===== src/rtl/pbtc_pkg.sv =====
// Shared types, codes and constants of the package block-table checker.
`timescale 1ns / 1ps

package pbtc_pkg;

	localparam logic [31:0] MAGIC_WORD       = 32'h9E2A_83C1;
	localparam logic [31:0] PASSTHROUGH_WORD = 32'h002E_0340;
	localparam int unsigned MAX_BLOCKS       = 1048576;
	localparam int unsigned HEADER_BYTES     = 16;
	localparam int unsigned ENTRY_BYTES      = 8;

	// Byte offsets never pass the header plus a full block table.
	localparam int unsigned OFF_W = 25;

	localparam logic [31:0] RST_MAX_DECODED = 32'd536870912;
	localparam logic [4:0]  RST_MIN_LOG2    = 5'd12;
	localparam logic [4:0]  RST_MAX_LOG2    = 5'd20;

	// Configuration register indexes.
	localparam logic [1:0] CFG_MAX_DECODED = 2'd0;
	localparam logic [1:0] CFG_MIN_LOG2    = 2'd1;
	localparam logic [1:0] CFG_MAX_LOG2    = 2'd2;

	// Header word positions.
	localparam logic [2:0] WI_MAGIC = 3'd0;
	localparam logic [2:0] WI_BSIZE = 3'd1;
	localparam logic [2:0] WI_CSIZE = 3'd2;
	localparam logic [2:0] WI_DSIZE = 3'd3;

	typedef enum logic [2:0] {
		PH_IDLE,
		PH_HEADER,
		PH_TABLE_C,
		PH_TABLE_U,
		PH_DONE
	} phase_t;

	typedef enum logic [3:0] {
		ST_VALID     = 4'd0,
		ST_PASSTHRU  = 4'd1,
		ST_BAD_MAGIC = 4'd2,
		ST_BAD_BSIZE = 4'd3,
		ST_BAD_DSIZE = 4'd4,
		ST_MISMATCH  = 4'd5,
		ST_BAD_ENTRY = 4'd6,
		ST_TOTALS    = 4'd7,
		ST_TRUNC     = 4'd8
	} status_t;

	typedef struct packed {
		logic [31:0] max_decoded;
		logic [4:0]  min_log2;
		logic [4:0]  max_log2;
	} cfg_t;

	// A word after classification by the front end.
	typedef struct packed {
		logic [31:0] hw;
		logic [31:0] flen;
		logic        first;
		logic        hw_zero;
		logic        is_magic;
		logic        is_pass;
		logic        is_pow2;
		logic [4:0]  lg;
	} fe_t;

	typedef struct packed {
		status_t     status;
		logic [20:0] block_count;
		logic [31:0] decoded_size;
		logic [31:0] payload_offset;
	} res_t;

endpackage


===== src/rtl/pbtc_if.sv =====
// Channel interfaces of the package block-table checker.
`timescale 1ns / 1ps

interface pbtc_in_if;
	logic        valid;
	logic        ready;
	logic [31:0] header_word;
	logic [31:0] file_length;
	logic        first_word;

	modport source (output valid, header_word, file_length, first_word, input ready);
	modport sink (input valid, header_word, file_length, first_word, output ready);
endinterface

interface pbtc_out_if;
	logic        valid;
	logic        ready;
	logic [3:0]  status;
	logic [20:0] block_count;
	logic [31:0] decoded_size;
	logic [31:0] payload_offset;

	modport source (output valid, status, block_count, decoded_size, payload_offset,
		input ready);
	modport sink (input valid, status, block_count, decoded_size, payload_offset,
		output ready);
endinterface

interface pbtc_cfg_if;
	logic        valid;
	logic        ready;
	logic [1:0]  index;
	logic [31:0] data;

	modport source (output valid, index, data, input ready);
	modport sink (input valid, index, data, output ready);
endinterface


===== src/rtl/pbtc_front.sv =====
// Front end: accepts words and classifies each one independently of checker state.
`timescale 1ns / 1ps

module pbtc_front import pbtc_pkg::*; (
	input  logic         clk,
	input  logic         arst_n,
	pbtc_in_if.sink      words,
	output logic         item_valid_s1,
	output fe_t          item_s1,
	input  logic         q_ready
);

	logic move;
	fe_t  cls;

	assign move        = !item_valid_s1 || q_ready;
	assign words.ready = move;

	always_comb begin
		cls          = '0;
		cls.hw       = words.header_word;
		cls.flen     = words.file_length;
		cls.first    = words.first_word;
		cls.hw_zero  = (words.header_word == '0);
		cls.is_magic = (words.header_word == MAGIC_WORD);
		cls.is_pass  = (words.header_word == PASSTHROUGH_WORD);
		cls.is_pow2  = !cls.hw_zero &&
			((words.header_word & (words.header_word - 32'd1)) == '0);
		// Bit position of a single set bit; meaningless unless is_pow2.
		for (int i = 0; i < 32; i++) begin
			if (words.header_word[i]) begin
				cls.lg = cls.lg | 5'(i);
			end
		end
	end

	always_ff @(posedge clk or negedge arst_n) begin
		if (!arst_n) begin
			item_valid_s1 <= 1'b0;
		end else if (move) begin
			item_valid_s1 <= words.valid;
		end
	end

	always_ff @(posedge clk) begin
		if (move && words.valid) begin
			item_s1 <= cls;
		end
	end

endmodule


===== src/rtl/pbtc_queue.sv =====
// Two-entry queue between the front end and the checking back end.
`timescale 1ns / 1ps

module pbtc_queue import pbtc_pkg::*; (
	input  logic clk,
	input  logic arst_n,
	input  logic push_valid,
	input  fe_t  push_item,
	output logic push_ready,
	output logic pop_valid,
	output fe_t  pop_item,
	input  logic pop
);

	fe_t        mem [2];
	logic       wr_q;
	logic       rd_q;
	logic [1:0] count_q;
	logic       push;

	assign push_ready = (count_q != 2'd2);
	assign push       = push_valid && push_ready;
	assign pop_valid  = (count_q != 2'd0);
	assign pop_item   = mem[rd_q];

	always_ff @(posedge clk or negedge arst_n) begin
		if (!arst_n) begin
			wr_q    <= 1'b0;
			rd_q    <= 1'b0;
			count_q <= 2'd0;
		end else begin
			if (push) begin
				wr_q <= !wr_q;
			end
			if (pop) begin
				rd_q <= !rd_q;
			end
			count_q <= count_q + 2'(push) - 2'(pop);
		end
	end

	always_ff @(posedge clk) begin
		if (push) begin
			mem[wr_q] <= push_item;
		end
	end

endmodule


===== src/rtl/pbtc_back.sv =====
// Back end: walks the header and block table; at most one verdict per package.
`timescale 1ns / 1ps

module pbtc_back import pbtc_pkg::*; (
	input  logic clk,
	input  logic arst_n,
	input  cfg_t cfg,
	input  logic q_valid,
	input  fe_t  q_item,
	output logic q_pop,
	output logic res_valid,
	output res_t res,
	input  logic res_ready
);

	phase_t            phase_q, phase_n, ph;
	logic [2:0]        wi_q, wi_n, wi;
	logic [4:0]        bl_q, bl_n, bl;
	logic [31:0]       cs_q, cs_n, cs;
	logic [31:0]       dt_q, dt_n, dt;
	logic [20:0]       bn_q, bn_n, bn;
	logic [20:0]       ei_q, ei_n, ei;
	logic [31:0]       pc_q, pc_n, pc;
	logic [32:0]       sc_q, sc_n, sc;
	logic [32:0]       sd_q, sd_n, sd;
	logic [OFF_W-1:0]  off_q, off_n, off;

	logic        advance;
	logic        active;
	logic        trunc;
	logic [32:0] blocks;
	logic        frac;
	logic [33:0] size_sum;
	logic        last;
	logic [31:0] expected;
	logic [33:0] ent_sum;
	logic [32:0] sd_add;
	logic        emit;
	status_t     st;
	res_t        res_n;

	assign advance = !res_valid || res_ready;
	assign q_pop   = q_valid && advance;

	// A first word restarts the package: state is taken as cleared.
	always_comb begin
		ph  = q_item.first ? PH_HEADER : phase_q;
		wi  = q_item.first ? '0 : wi_q;
		bl  = q_item.first ? '0 : bl_q;
		cs  = q_item.first ? '0 : cs_q;
		dt  = q_item.first ? '0 : dt_q;
		bn  = q_item.first ? '0 : bn_q;
		ei  = q_item.first ? '0 : ei_q;
		pc  = q_item.first ? '0 : pc_q;
		sc  = q_item.first ? '0 : sc_q;
		sd  = q_item.first ? '0 : sd_q;
		off = q_item.first ? '0 : off_q;
	end

	// Datapath terms for the decoded-size word and the table entries.
	always_comb begin
		active = (ph == PH_HEADER) || (ph == PH_TABLE_C) || (ph == PH_TABLE_U);
		trunc  = (33'(off) + 33'd4) > {1'b0, q_item.flen};
		frac   = |(q_item.hw & ~(32'hFFFF_FFFF << bl));
		blocks = {1'b0, q_item.hw >> bl} + 33'(frac);
		// compressed + payload start == length covers both the range and the equality.
		size_sum = 34'(cs) + 34'(HEADER_BYTES) + {10'b0, blocks[20:0], 3'b000};
		last     = (22'(ei) + 22'd1) == {1'b0, bn};
		expected = last ? (dt - sd[31:0]) : (32'd1 << bl);
		ent_sum  = {1'b0, sc} + {2'b00, pc};
		sd_add   = sd + {1'b0, q_item.hw};
	end

	always_comb begin
		phase_n = ph;
		wi_n    = wi;
		bl_n    = bl;
		cs_n    = cs;
		dt_n    = dt;
		bn_n    = bn;
		ei_n    = ei;
		pc_n    = pc;
		sc_n    = sc;
		sd_n    = sd;
		off_n   = off + OFF_W'(4);
		emit    = 1'b0;
		st      = ST_VALID;
		if (active) begin
			if (trunc) begin
				emit = 1'b1;
				st   = ST_TRUNC;
			end else begin
				case (ph)
					PH_HEADER: begin
						case (wi)
							WI_MAGIC: begin
								if (!q_item.is_magic) begin
									emit = 1'b1;
									st   = ST_BAD_MAGIC;
								end else begin
									wi_n = WI_BSIZE;
								end
							end
							WI_BSIZE: begin
								if (q_item.is_pass) begin
									emit = 1'b1;
									st   = ST_PASSTHRU;
								end else if (!q_item.is_pow2 || q_item.lg < cfg.min_log2 ||
										q_item.lg > cfg.max_log2) begin
									emit = 1'b1;
									st   = ST_BAD_BSIZE;
								end else begin
									bl_n = q_item.lg;
									wi_n = WI_CSIZE;
								end
							end
							WI_CSIZE: begin
								cs_n = q_item.hw;
								wi_n = WI_DSIZE;
							end
							default: begin
								dt_n = q_item.hw;
								if (q_item.hw_zero || q_item.hw > cfg.max_decoded ||
										blocks > 33'(MAX_BLOCKS)) begin
									emit = 1'b1;
									st   = ST_BAD_DSIZE;
								end else begin
									bn_n = blocks[20:0];
									if (size_sum != {2'b00, q_item.flen}) begin
										emit = 1'b1;
										st   = ST_MISMATCH;
									end else begin
										ei_n    = '0;
										phase_n = PH_TABLE_C;
									end
								end
							end
						endcase
					end
					PH_TABLE_C: begin
						pc_n    = q_item.hw;
						phase_n = PH_TABLE_U;
					end
					default: begin
						if (pc == '0 || ent_sum > {2'b00, cs} || q_item.hw_zero ||
								q_item.hw != expected) begin
							emit = 1'b1;
							st   = ST_BAD_ENTRY;
						end else begin
							sc_n = ent_sum[32:0];
							sd_n = sd_add;
							ei_n = ei + 21'd1;
							if (last) begin
								emit = 1'b1;
								if (ent_sum[32:0] != {1'b0, cs} || sd_add != {1'b0, dt}) begin
									st = ST_TOTALS;
								end else begin
									st = ST_VALID;
								end
							end else begin
								phase_n = PH_TABLE_C;
							end
						end
					end
				endcase
			end
			if (emit) begin
				phase_n = PH_DONE;
			end
		end
		res_n.status         = st;
		res_n.block_count    = bn_n;
		res_n.decoded_size   = dt_n;
		res_n.payload_offset = (bn_n != '0) ?
			(32'(HEADER_BYTES) + {8'b0, bn_n, 3'b000}) : '0;
	end

	always_ff @(posedge clk or negedge arst_n) begin
		if (!arst_n) begin
			phase_q   <= PH_IDLE;
			wi_q      <= '0;
			bl_q      <= '0;
			cs_q      <= '0;
			dt_q      <= '0;
			bn_q      <= '0;
			ei_q      <= '0;
			pc_q      <= '0;
			sc_q      <= '0;
			sd_q      <= '0;
			off_q     <= '0;
			res_valid <= 1'b0;
		end else begin
			if (q_pop) begin
				phase_q <= phase_n;
				wi_q    <= wi_n;
				bl_q    <= bl_n;
				cs_q    <= cs_n;
				dt_q    <= dt_n;
				bn_q    <= bn_n;
				ei_q    <= ei_n;
				pc_q    <= pc_n;
				sc_q    <= sc_n;
				sd_q    <= sd_n;
				off_q   <= off_n;
			end
			if (advance) begin
				res_valid <= q_pop && emit;
			end
		end
	end

	always_ff @(posedge clk) begin
		if (q_pop && emit) begin
			res <= res_n;
		end
	end

endmodule


===== src/rtl/package_block_table_checker_top.sv =====
// Top level of the package block-table checker.
`timescale 1ns / 1ps

// Checks the header and block table of a package streamed as 32-bit words.
// Channels:
//   words    - one transfer per header or table word, with the package length
//              and a first_word flag that starts a new package.
//   verdicts - at most one transfer per package carrying status, block count,
//              decoded size and payload offset, sent on the word deciding it.
//   cfg      - register writes (index 0 max decoded size, 1 min block log2,
//              2 max block log2); always ready. The user must write them
//              only while idle; the block does not enforce it.
// Words before the first first_word, and words after a verdict up to the
// next first_word, produce nothing. Throughput is one word per cycle unless
// a stalled receiver fills the queue. The deciding word passes the front-end
// classification register and then the queue, after which the back end
// checks the word and loads its output register with the verdict.
// A two-entry queue separates front and back, so the front keeps taking
// words while the back waits on a stalled receiver; when the queue fills,
// words.ready drops until the receiver takes the pending verdict.
// Reset clears the checker to idle and loads the register defaults
// (512 MiB, 4 KiB, 1 MiB).
module package_block_table_checker_top import pbtc_pkg::*; (
	input  logic          clk,
	input  logic          arst_n,
	pbtc_in_if.sink       words,
	pbtc_out_if.source    verdicts,
	pbtc_cfg_if.sink      cfg
);

	cfg_t cfg_q;
	logic fe_valid_s1;
	fe_t  fe_s1;
	logic q_push_ready;
	logic q_valid;
	fe_t  q_item;
	logic q_pop;
	logic res_valid;
	res_t res;

	// Configuration registers; the port never stalls.
	assign cfg.ready = 1'b1;

	always_ff @(posedge clk or negedge arst_n) begin
		if (!arst_n) begin
			cfg_q.max_decoded <= RST_MAX_DECODED;
			cfg_q.min_log2    <= RST_MIN_LOG2;
			cfg_q.max_log2    <= RST_MAX_LOG2;
		end else if (cfg.valid) begin
			case (cfg.index)
				CFG_MAX_DECODED: cfg_q.max_decoded <= cfg.data;
				CFG_MIN_LOG2:    cfg_q.min_log2    <= cfg.data[4:0];
				CFG_MAX_LOG2:    cfg_q.max_log2    <= cfg.data[4:0];
				default: begin
				end
			endcase
		end
	end

	// Classification does not depend on checker state, so it runs ahead.
	pbtc_front u_front (
		.clk           (clk),
		.arst_n        (arst_n),
		.words         (words),
		.item_valid_s1 (fe_valid_s1),
		.item_s1       (fe_s1),
		.q_ready       (q_push_ready)
	);

	pbtc_queue u_queue (
		.clk        (clk),
		.arst_n     (arst_n),
		.push_valid (fe_valid_s1),
		.push_item  (fe_s1),
		.push_ready (q_push_ready),
		.pop_valid  (q_valid),
		.pop_item   (q_item),
		.pop        (q_pop)
	);

	// The back end owns all package state and the verdict register.
	pbtc_back u_back (
		.clk       (clk),
		.arst_n    (arst_n),
		.cfg       (cfg_q),
		.q_valid   (q_valid),
		.q_item    (q_item),
		.q_pop     (q_pop),
		.res_valid (res_valid),
		.res       (res),
		.res_ready (verdicts.ready)
	);

	assign verdicts.valid          = res_valid;
	assign verdicts.status         = res.status;
	assign verdicts.block_count    = res.block_count;
	assign verdicts.decoded_size   = res.decoded_size;
	assign verdicts.payload_offset = res.payload_offset;

endmodule


===== src/flat_wrapper.sv =====
// flat-port wrapper written by rule: the top's interface ports become plain ports
module package_block_table_checker_top_flat import pbtc_pkg::*;
  (clk, arst_n, words_valid, words_header_word, words_file_length, words_first_word, words_ready, verdicts_valid, verdicts_status, verdicts_block_count, verdicts_decoded_size, verdicts_payload_offset, verdicts_ready, cfg_valid, cfg_index, cfg_data, cfg_ready);
  pbtc_in_if words_i ();
  pbtc_out_if verdicts_i ();
  pbtc_cfg_if cfg_i ();
  input  logic clk;
  input  logic arst_n;
  input wire logic [$bits(words_i.valid)-1:0] words_valid;
  input wire logic [$bits(words_i.header_word)-1:0] words_header_word;
  input wire logic [$bits(words_i.file_length)-1:0] words_file_length;
  input wire logic [$bits(words_i.first_word)-1:0] words_first_word;
  output wire logic [$bits(words_i.ready)-1:0] words_ready;
  output wire logic [$bits(verdicts_i.valid)-1:0] verdicts_valid;
  output wire logic [$bits(verdicts_i.status)-1:0] verdicts_status;
  output wire logic [$bits(verdicts_i.block_count)-1:0] verdicts_block_count;
  output wire logic [$bits(verdicts_i.decoded_size)-1:0] verdicts_decoded_size;
  output wire logic [$bits(verdicts_i.payload_offset)-1:0] verdicts_payload_offset;
  input wire logic [$bits(verdicts_i.ready)-1:0] verdicts_ready;
  input wire logic [$bits(cfg_i.valid)-1:0] cfg_valid;
  input wire logic [$bits(cfg_i.index)-1:0] cfg_index;
  input wire logic [$bits(cfg_i.data)-1:0] cfg_data;
  output wire logic [$bits(cfg_i.ready)-1:0] cfg_ready;
  assign words_i.valid = words_valid;
  assign words_i.header_word = words_header_word;
  assign words_i.file_length = words_file_length;
  assign words_i.first_word = words_first_word;
  assign words_ready = words_i.ready;
  assign verdicts_valid = verdicts_i.valid;
  assign verdicts_status = verdicts_i.status;
  assign verdicts_block_count = verdicts_i.block_count;
  assign verdicts_decoded_size = verdicts_i.decoded_size;
  assign verdicts_payload_offset = verdicts_i.payload_offset;
  assign verdicts_i.ready = verdicts_ready;
  assign cfg_i.valid = cfg_valid;
  assign cfg_i.index = cfg_index;
  assign cfg_i.data = cfg_data;
  assign cfg_ready = cfg_i.ready;
  package_block_table_checker_top u_core (.clk(clk), .arst_n(arst_n), .words(words_i), .verdicts(verdicts_i), .cfg(cfg_i));
endmodule

===== config.mk =====
export PLATFORM = sky130hd
export DESIGN_NAME = package_block_table_checker_top_flat
export DESIGN_NICKNAME = d
export VERILOG_FILES = /design/src/rtl/pbtc_pkg.sv /design/src/rtl/pbtc_if.sv /design/src/rtl/pbtc_front.sv /design/src/rtl/pbtc_queue.sv /design/src/rtl/pbtc_back.sv /design/src/rtl/package_block_table_checker_top.sv /design/src/flat_wrapper.sv
export SDC_FILE = /design/constraint.sdc
export NUM_CORES = 2
export LEC_CHECK = 0
export BUFFER_PORTS_ARGS = -buffer_cell sky130_fd_sc_hd__buf_2
export CAP_MARGIN = 20
export CELL_PAD_IN_SITES_DETAIL_PLACEMENT = 1
export CELL_PAD_IN_SITES_GLOBAL_PLACEMENT = 1
export CORE_ASPECT_RATIO = 1.2
export CORE_UTILIZATION = 25
export DETAILED_ROUTE_END_ITERATION = 8
export MAX_ROUTING_LAYER = met4
export PLACE_DENSITY_LB_ADDON = 0.1
export SETUP_SLACK_MARGIN = 0.05
export SYNTH_ARGS = -nofsm -noshare
export SYNTH_HDL_FRONTEND = slang
export SYNTH_SLANG_ARGS = --single-unit

===== constraint.sdc =====
create_clock -name clk -period 17.5 [get_ports clk]
set_clock_uncertainty 0.15 [all_clocks]
set_input_delay 3.5 -clock clk [delete_from_list [all_inputs] [get_ports clk]]
set_output_delay 3.5 -clock clk [all_outputs]
set_load 0.03 [all_outputs]

==> flow_summary.json <==
{
  "worstHoldPathType": "flip-flop to flip-flop",
  "worstPathArrival_ps": 12250,
  "netlist_top_cells_area": "edfxtp_1 (22%), dfrtp_1 (17%), ha_1 (7.4%), nand2_1 (5.9%), xnor2_1 (3.5%)",
  "crit_type": "flip-flop to flip-flop",
  "regArea_sq_um": 16300,
  "synthXorXnorAreaFrac_pct": 5.65,
  "globalRouteTotalUtil_pct": 22.4,
  "synthMuxAreaShare_pct": 4.78,
  "setup_tns_ps": 0,
  "fp.dieW_um": 372,
  "synth-simple-area-share_pct": 20.5,
  "coreArea_sq_um": 163000,
  "synth_edf_count": 301,
  "syn_avg_cell_area_sq_um": 9.15,
  "grt_busiest_layer": "met2",
  "synthToLayoutAreaGrowth_pct": 14.2,
  "cts_max_level": 3,
  "grt_use_met1_pct": 29.4,
  "synthCells": 4498,
  "cpPeakStageDelay_ps": 740,
  "rows": 162,
  "synth_area_leader_cell": "edfxtp_1",
  "clk_pin_slew_worst_paths_ps": 60,
  "p_leak_nw": 19.8,
  "power_density_nw_per_um2": 157,
  "finalCriticalPeriod_ps": 11830,
  "hold_viol": 0,
  "critPathTopFamily": "simple AND/OR/NAND/NOR gates",
  "routed_via_density": 5.25,
  "num_vias": 35929,
  "clk_path_buf_depth": 3,
  "cp_slowest_cell": "dfrtp_4",
  "startpoint": "u_core.u_queue.rd_q",
  "drive_above_1_share_pct": 11.2,
  "cts-root-buf": "clkbuf_16",
  "use_met2_pct": 35.9,
  "slew_violations": 0,
  "insertion_delay_ps": 720,
  "r2r_start": "u_core.u_queue.rd_q",
  "synth_top_area_share_pct": 22.0,
  "firstDrtPassIters": 5,
  "detailed_place_hpwl_mm": 138,
  "synth_top_family_by_area": "simple AND/OR/NAND/NOR gates",
  "synth.most_common_cell": "nand2_1",
  "cts_resized": 0,
  "grt_max_degree": 97,
  "worst_pin_slew_ps": 1350,
  "synth_compound_area_share_pct": 17.4,
  "grt_pass1_vias": 37433,
  "ys_seq_area_share_pct": 39.5,
  "drc": 0,
  "critical_path_required_ps": 17920,
  "met3_usage_pct": 2.32,
  "fp.dieH_um": 446,
  "vdd_drop_max_mv": 0.0753,
  "synth_warnings": 0,
  "finalSetupViolations": 0,
  "status": "finished, final reports clean",
  "fin_nets": 4995,
  "synth_fa_ha_area_share_pct": 7.65,
  "clock_sinks": 589,
  "startpoint_type": "flip-flop",
  "yosys_register_bits": 589,
  "slew-limit-headroom_pct": 7.64,
  "path_max_fanout": 58,
  "cp_num_buf_inv": 4,
  "die_area_sq_um": 166000,
  "cp-end-kind": "flip-flop",
  "wirelength_mm": 182,
  "portBuffers": 184,
  "grt_overflow": 0,
  "synthTopCellsByCount": "nand2_1 (646), edfxtp_1 (301), dfrtp_1 (283), o21ai_0 (271), nor2_1 (263)",
  "ys.flop_type": "edfxtp_1",
  "cts_made_buffers": 74,
  "max-cap-violations": 0,
  "ioPinCount": 196,
  "cts_setup_buffers": 0,
  "nFillCells": 18918,
  "antenna_found_initial": 9,
  "ctsHoldBuffers": 0,
  "min_period_over_period_pct": 67.6,
  "grt_pass1_wl_mm": 266,
  "crit_top_cell": "ha_1",
  "rsz0062_at_grt": "false",
  "synthArstFlopShare_pct": 48.9,
  "drt_iter0_markers": 2433,
  "ant_nets": 0,
  "yosysUniqueCellTypes": 109,
  "gp_congestion": 0.903,
  "start_util_pct": 25.3,
  "hp-start": "u_core.u_front.item_s1[68]",
  "netlist_area_sq_um": 41200,
  "multi_input_area_sq_um": 23200,
  "cts_tree": "done",
  "wl_per_cell_um": 26.6,
  "fmax_mhz": 84.5,
  "finalPower_mw": 7.39
}
[layout make-up]
cell class	count	area share (%)
antenna	6	0.0319
clock buffer	90	4.17
clock inverter	44	0.844
inverter	205	1.64
multi-input combinational	3488	49.4
sequential	589	34.6
tap	2132	5.68
timing repair buffer	286	3.68
[layer usage]
metal	wire (um)	vias up	share of wire, %
met5	0	-	0
met3	6550	215	3.6
met4	5460	0	3.0
met2	85800	744	47
met1	84000	18226	46
li1	-	16744	-
[stage by stage]
step | util, % | setup slack [ps] | hold WS, ps | instances | area, sq um
2_1_floorplan | - | 5010 | 271 | 4507 | 41200
3_3_place_gp | 27.3 | 5370 | 275 | 6695 | 44600
3_5_place_dp | 27.4 | 5380 | 281 | 6699 | 44600
4_1_cts | 28.8 | 5380 | 293 | 6833 | 47000
5_1_grt | 28.8 | 4890 | 301 | 6836 | 47000
6_report | 28.8 | 5670 | 292 | 6840 | 47000
[cell families after synthesis]
family | count (synthesis)
flip-flops | 589
AO/OA/AOI/OAI | 1076
AND/OR/NAND/NOR | 1707
other | 2
buffers and inverters | 430
XOR/XNOR | 259
adder cells (fa/ha/maj) | 250
multiplexers | 185
[where the power goes]
part / total, mW / switching (mW) / internal [mW]
combinational: 3.88 / 2.76 / 1.12
clock: 1.52 / 0.672 / 0.853
sequential: 1.98 / 0.175 / 1.81
[worst paths after layout]
check                                            end  slack [ps]  depth (start not counted)
setup / recovery               u_core.u_back.ei_q[0]        5670                         35
hold / removal             u_core.u_queue.mem[1][68]         290                          0
setup reg to reg               u_core.u_back.ei_q[0]        5670                         35
hold reg to reg            u_core.u_queue.mem[1][68]         290                          0
max in group asynchronous      u_core.u_back.sc_q[8]       11420                          4
min in group asynchronous  u_core.u_queue.count_q[0]        2650                          1
[state kept, by name, indices dropped and copies added, names as in the netlist]
signal	cells
u_core.u_queue.mem	148
u_core.u_back.res_valid	1
u_core.u_queue.wr_q	1
u_core.u_back.res	79
u_core.u_front.item_valid_s1	1
u_core.u_back.cs_q	32
u_core.u_queue.rd_q	1
u_core.u_back.dt_q	32
u_core.u_queue.count_q	2
u_core.u_back.sd_q	33
u_core.u_back.wi_q	3
u_core.u_back.ei_q	21
u_core.u_front.item_s1	74
u_core.cfg_q	42
u_core.u_back.sc_q	33
u_core.u_back.pc_q	32
u_core.u_back.bl_q	5
u_core.u_back.bn_q	21
u_core.u_back.off_q	25
u_core.u_back.phase_q	3
[cells in the final DEF (no fill, tap or decap), types with 50 or more instances in the layout]
master	count
nand2_1	645
edfxtp_1	301
dfrtp_1	281
o21ai_0	271
nor2_1	262
ha_1	243
a21oi_1	207
inv_1	201
buf_2	184
xnor2_1	164
mux2i_1	137
and2_1	130
nand3_1	109
nor3_1	107
buf_4	96
a21o_1	95
xor2_1	91
nand4_1	83
nor4_1	81
clkbuf_16	74
a211oi_1	54
nor2b_1	51
a22o_1	50
(Power assumes the default switching activity.)
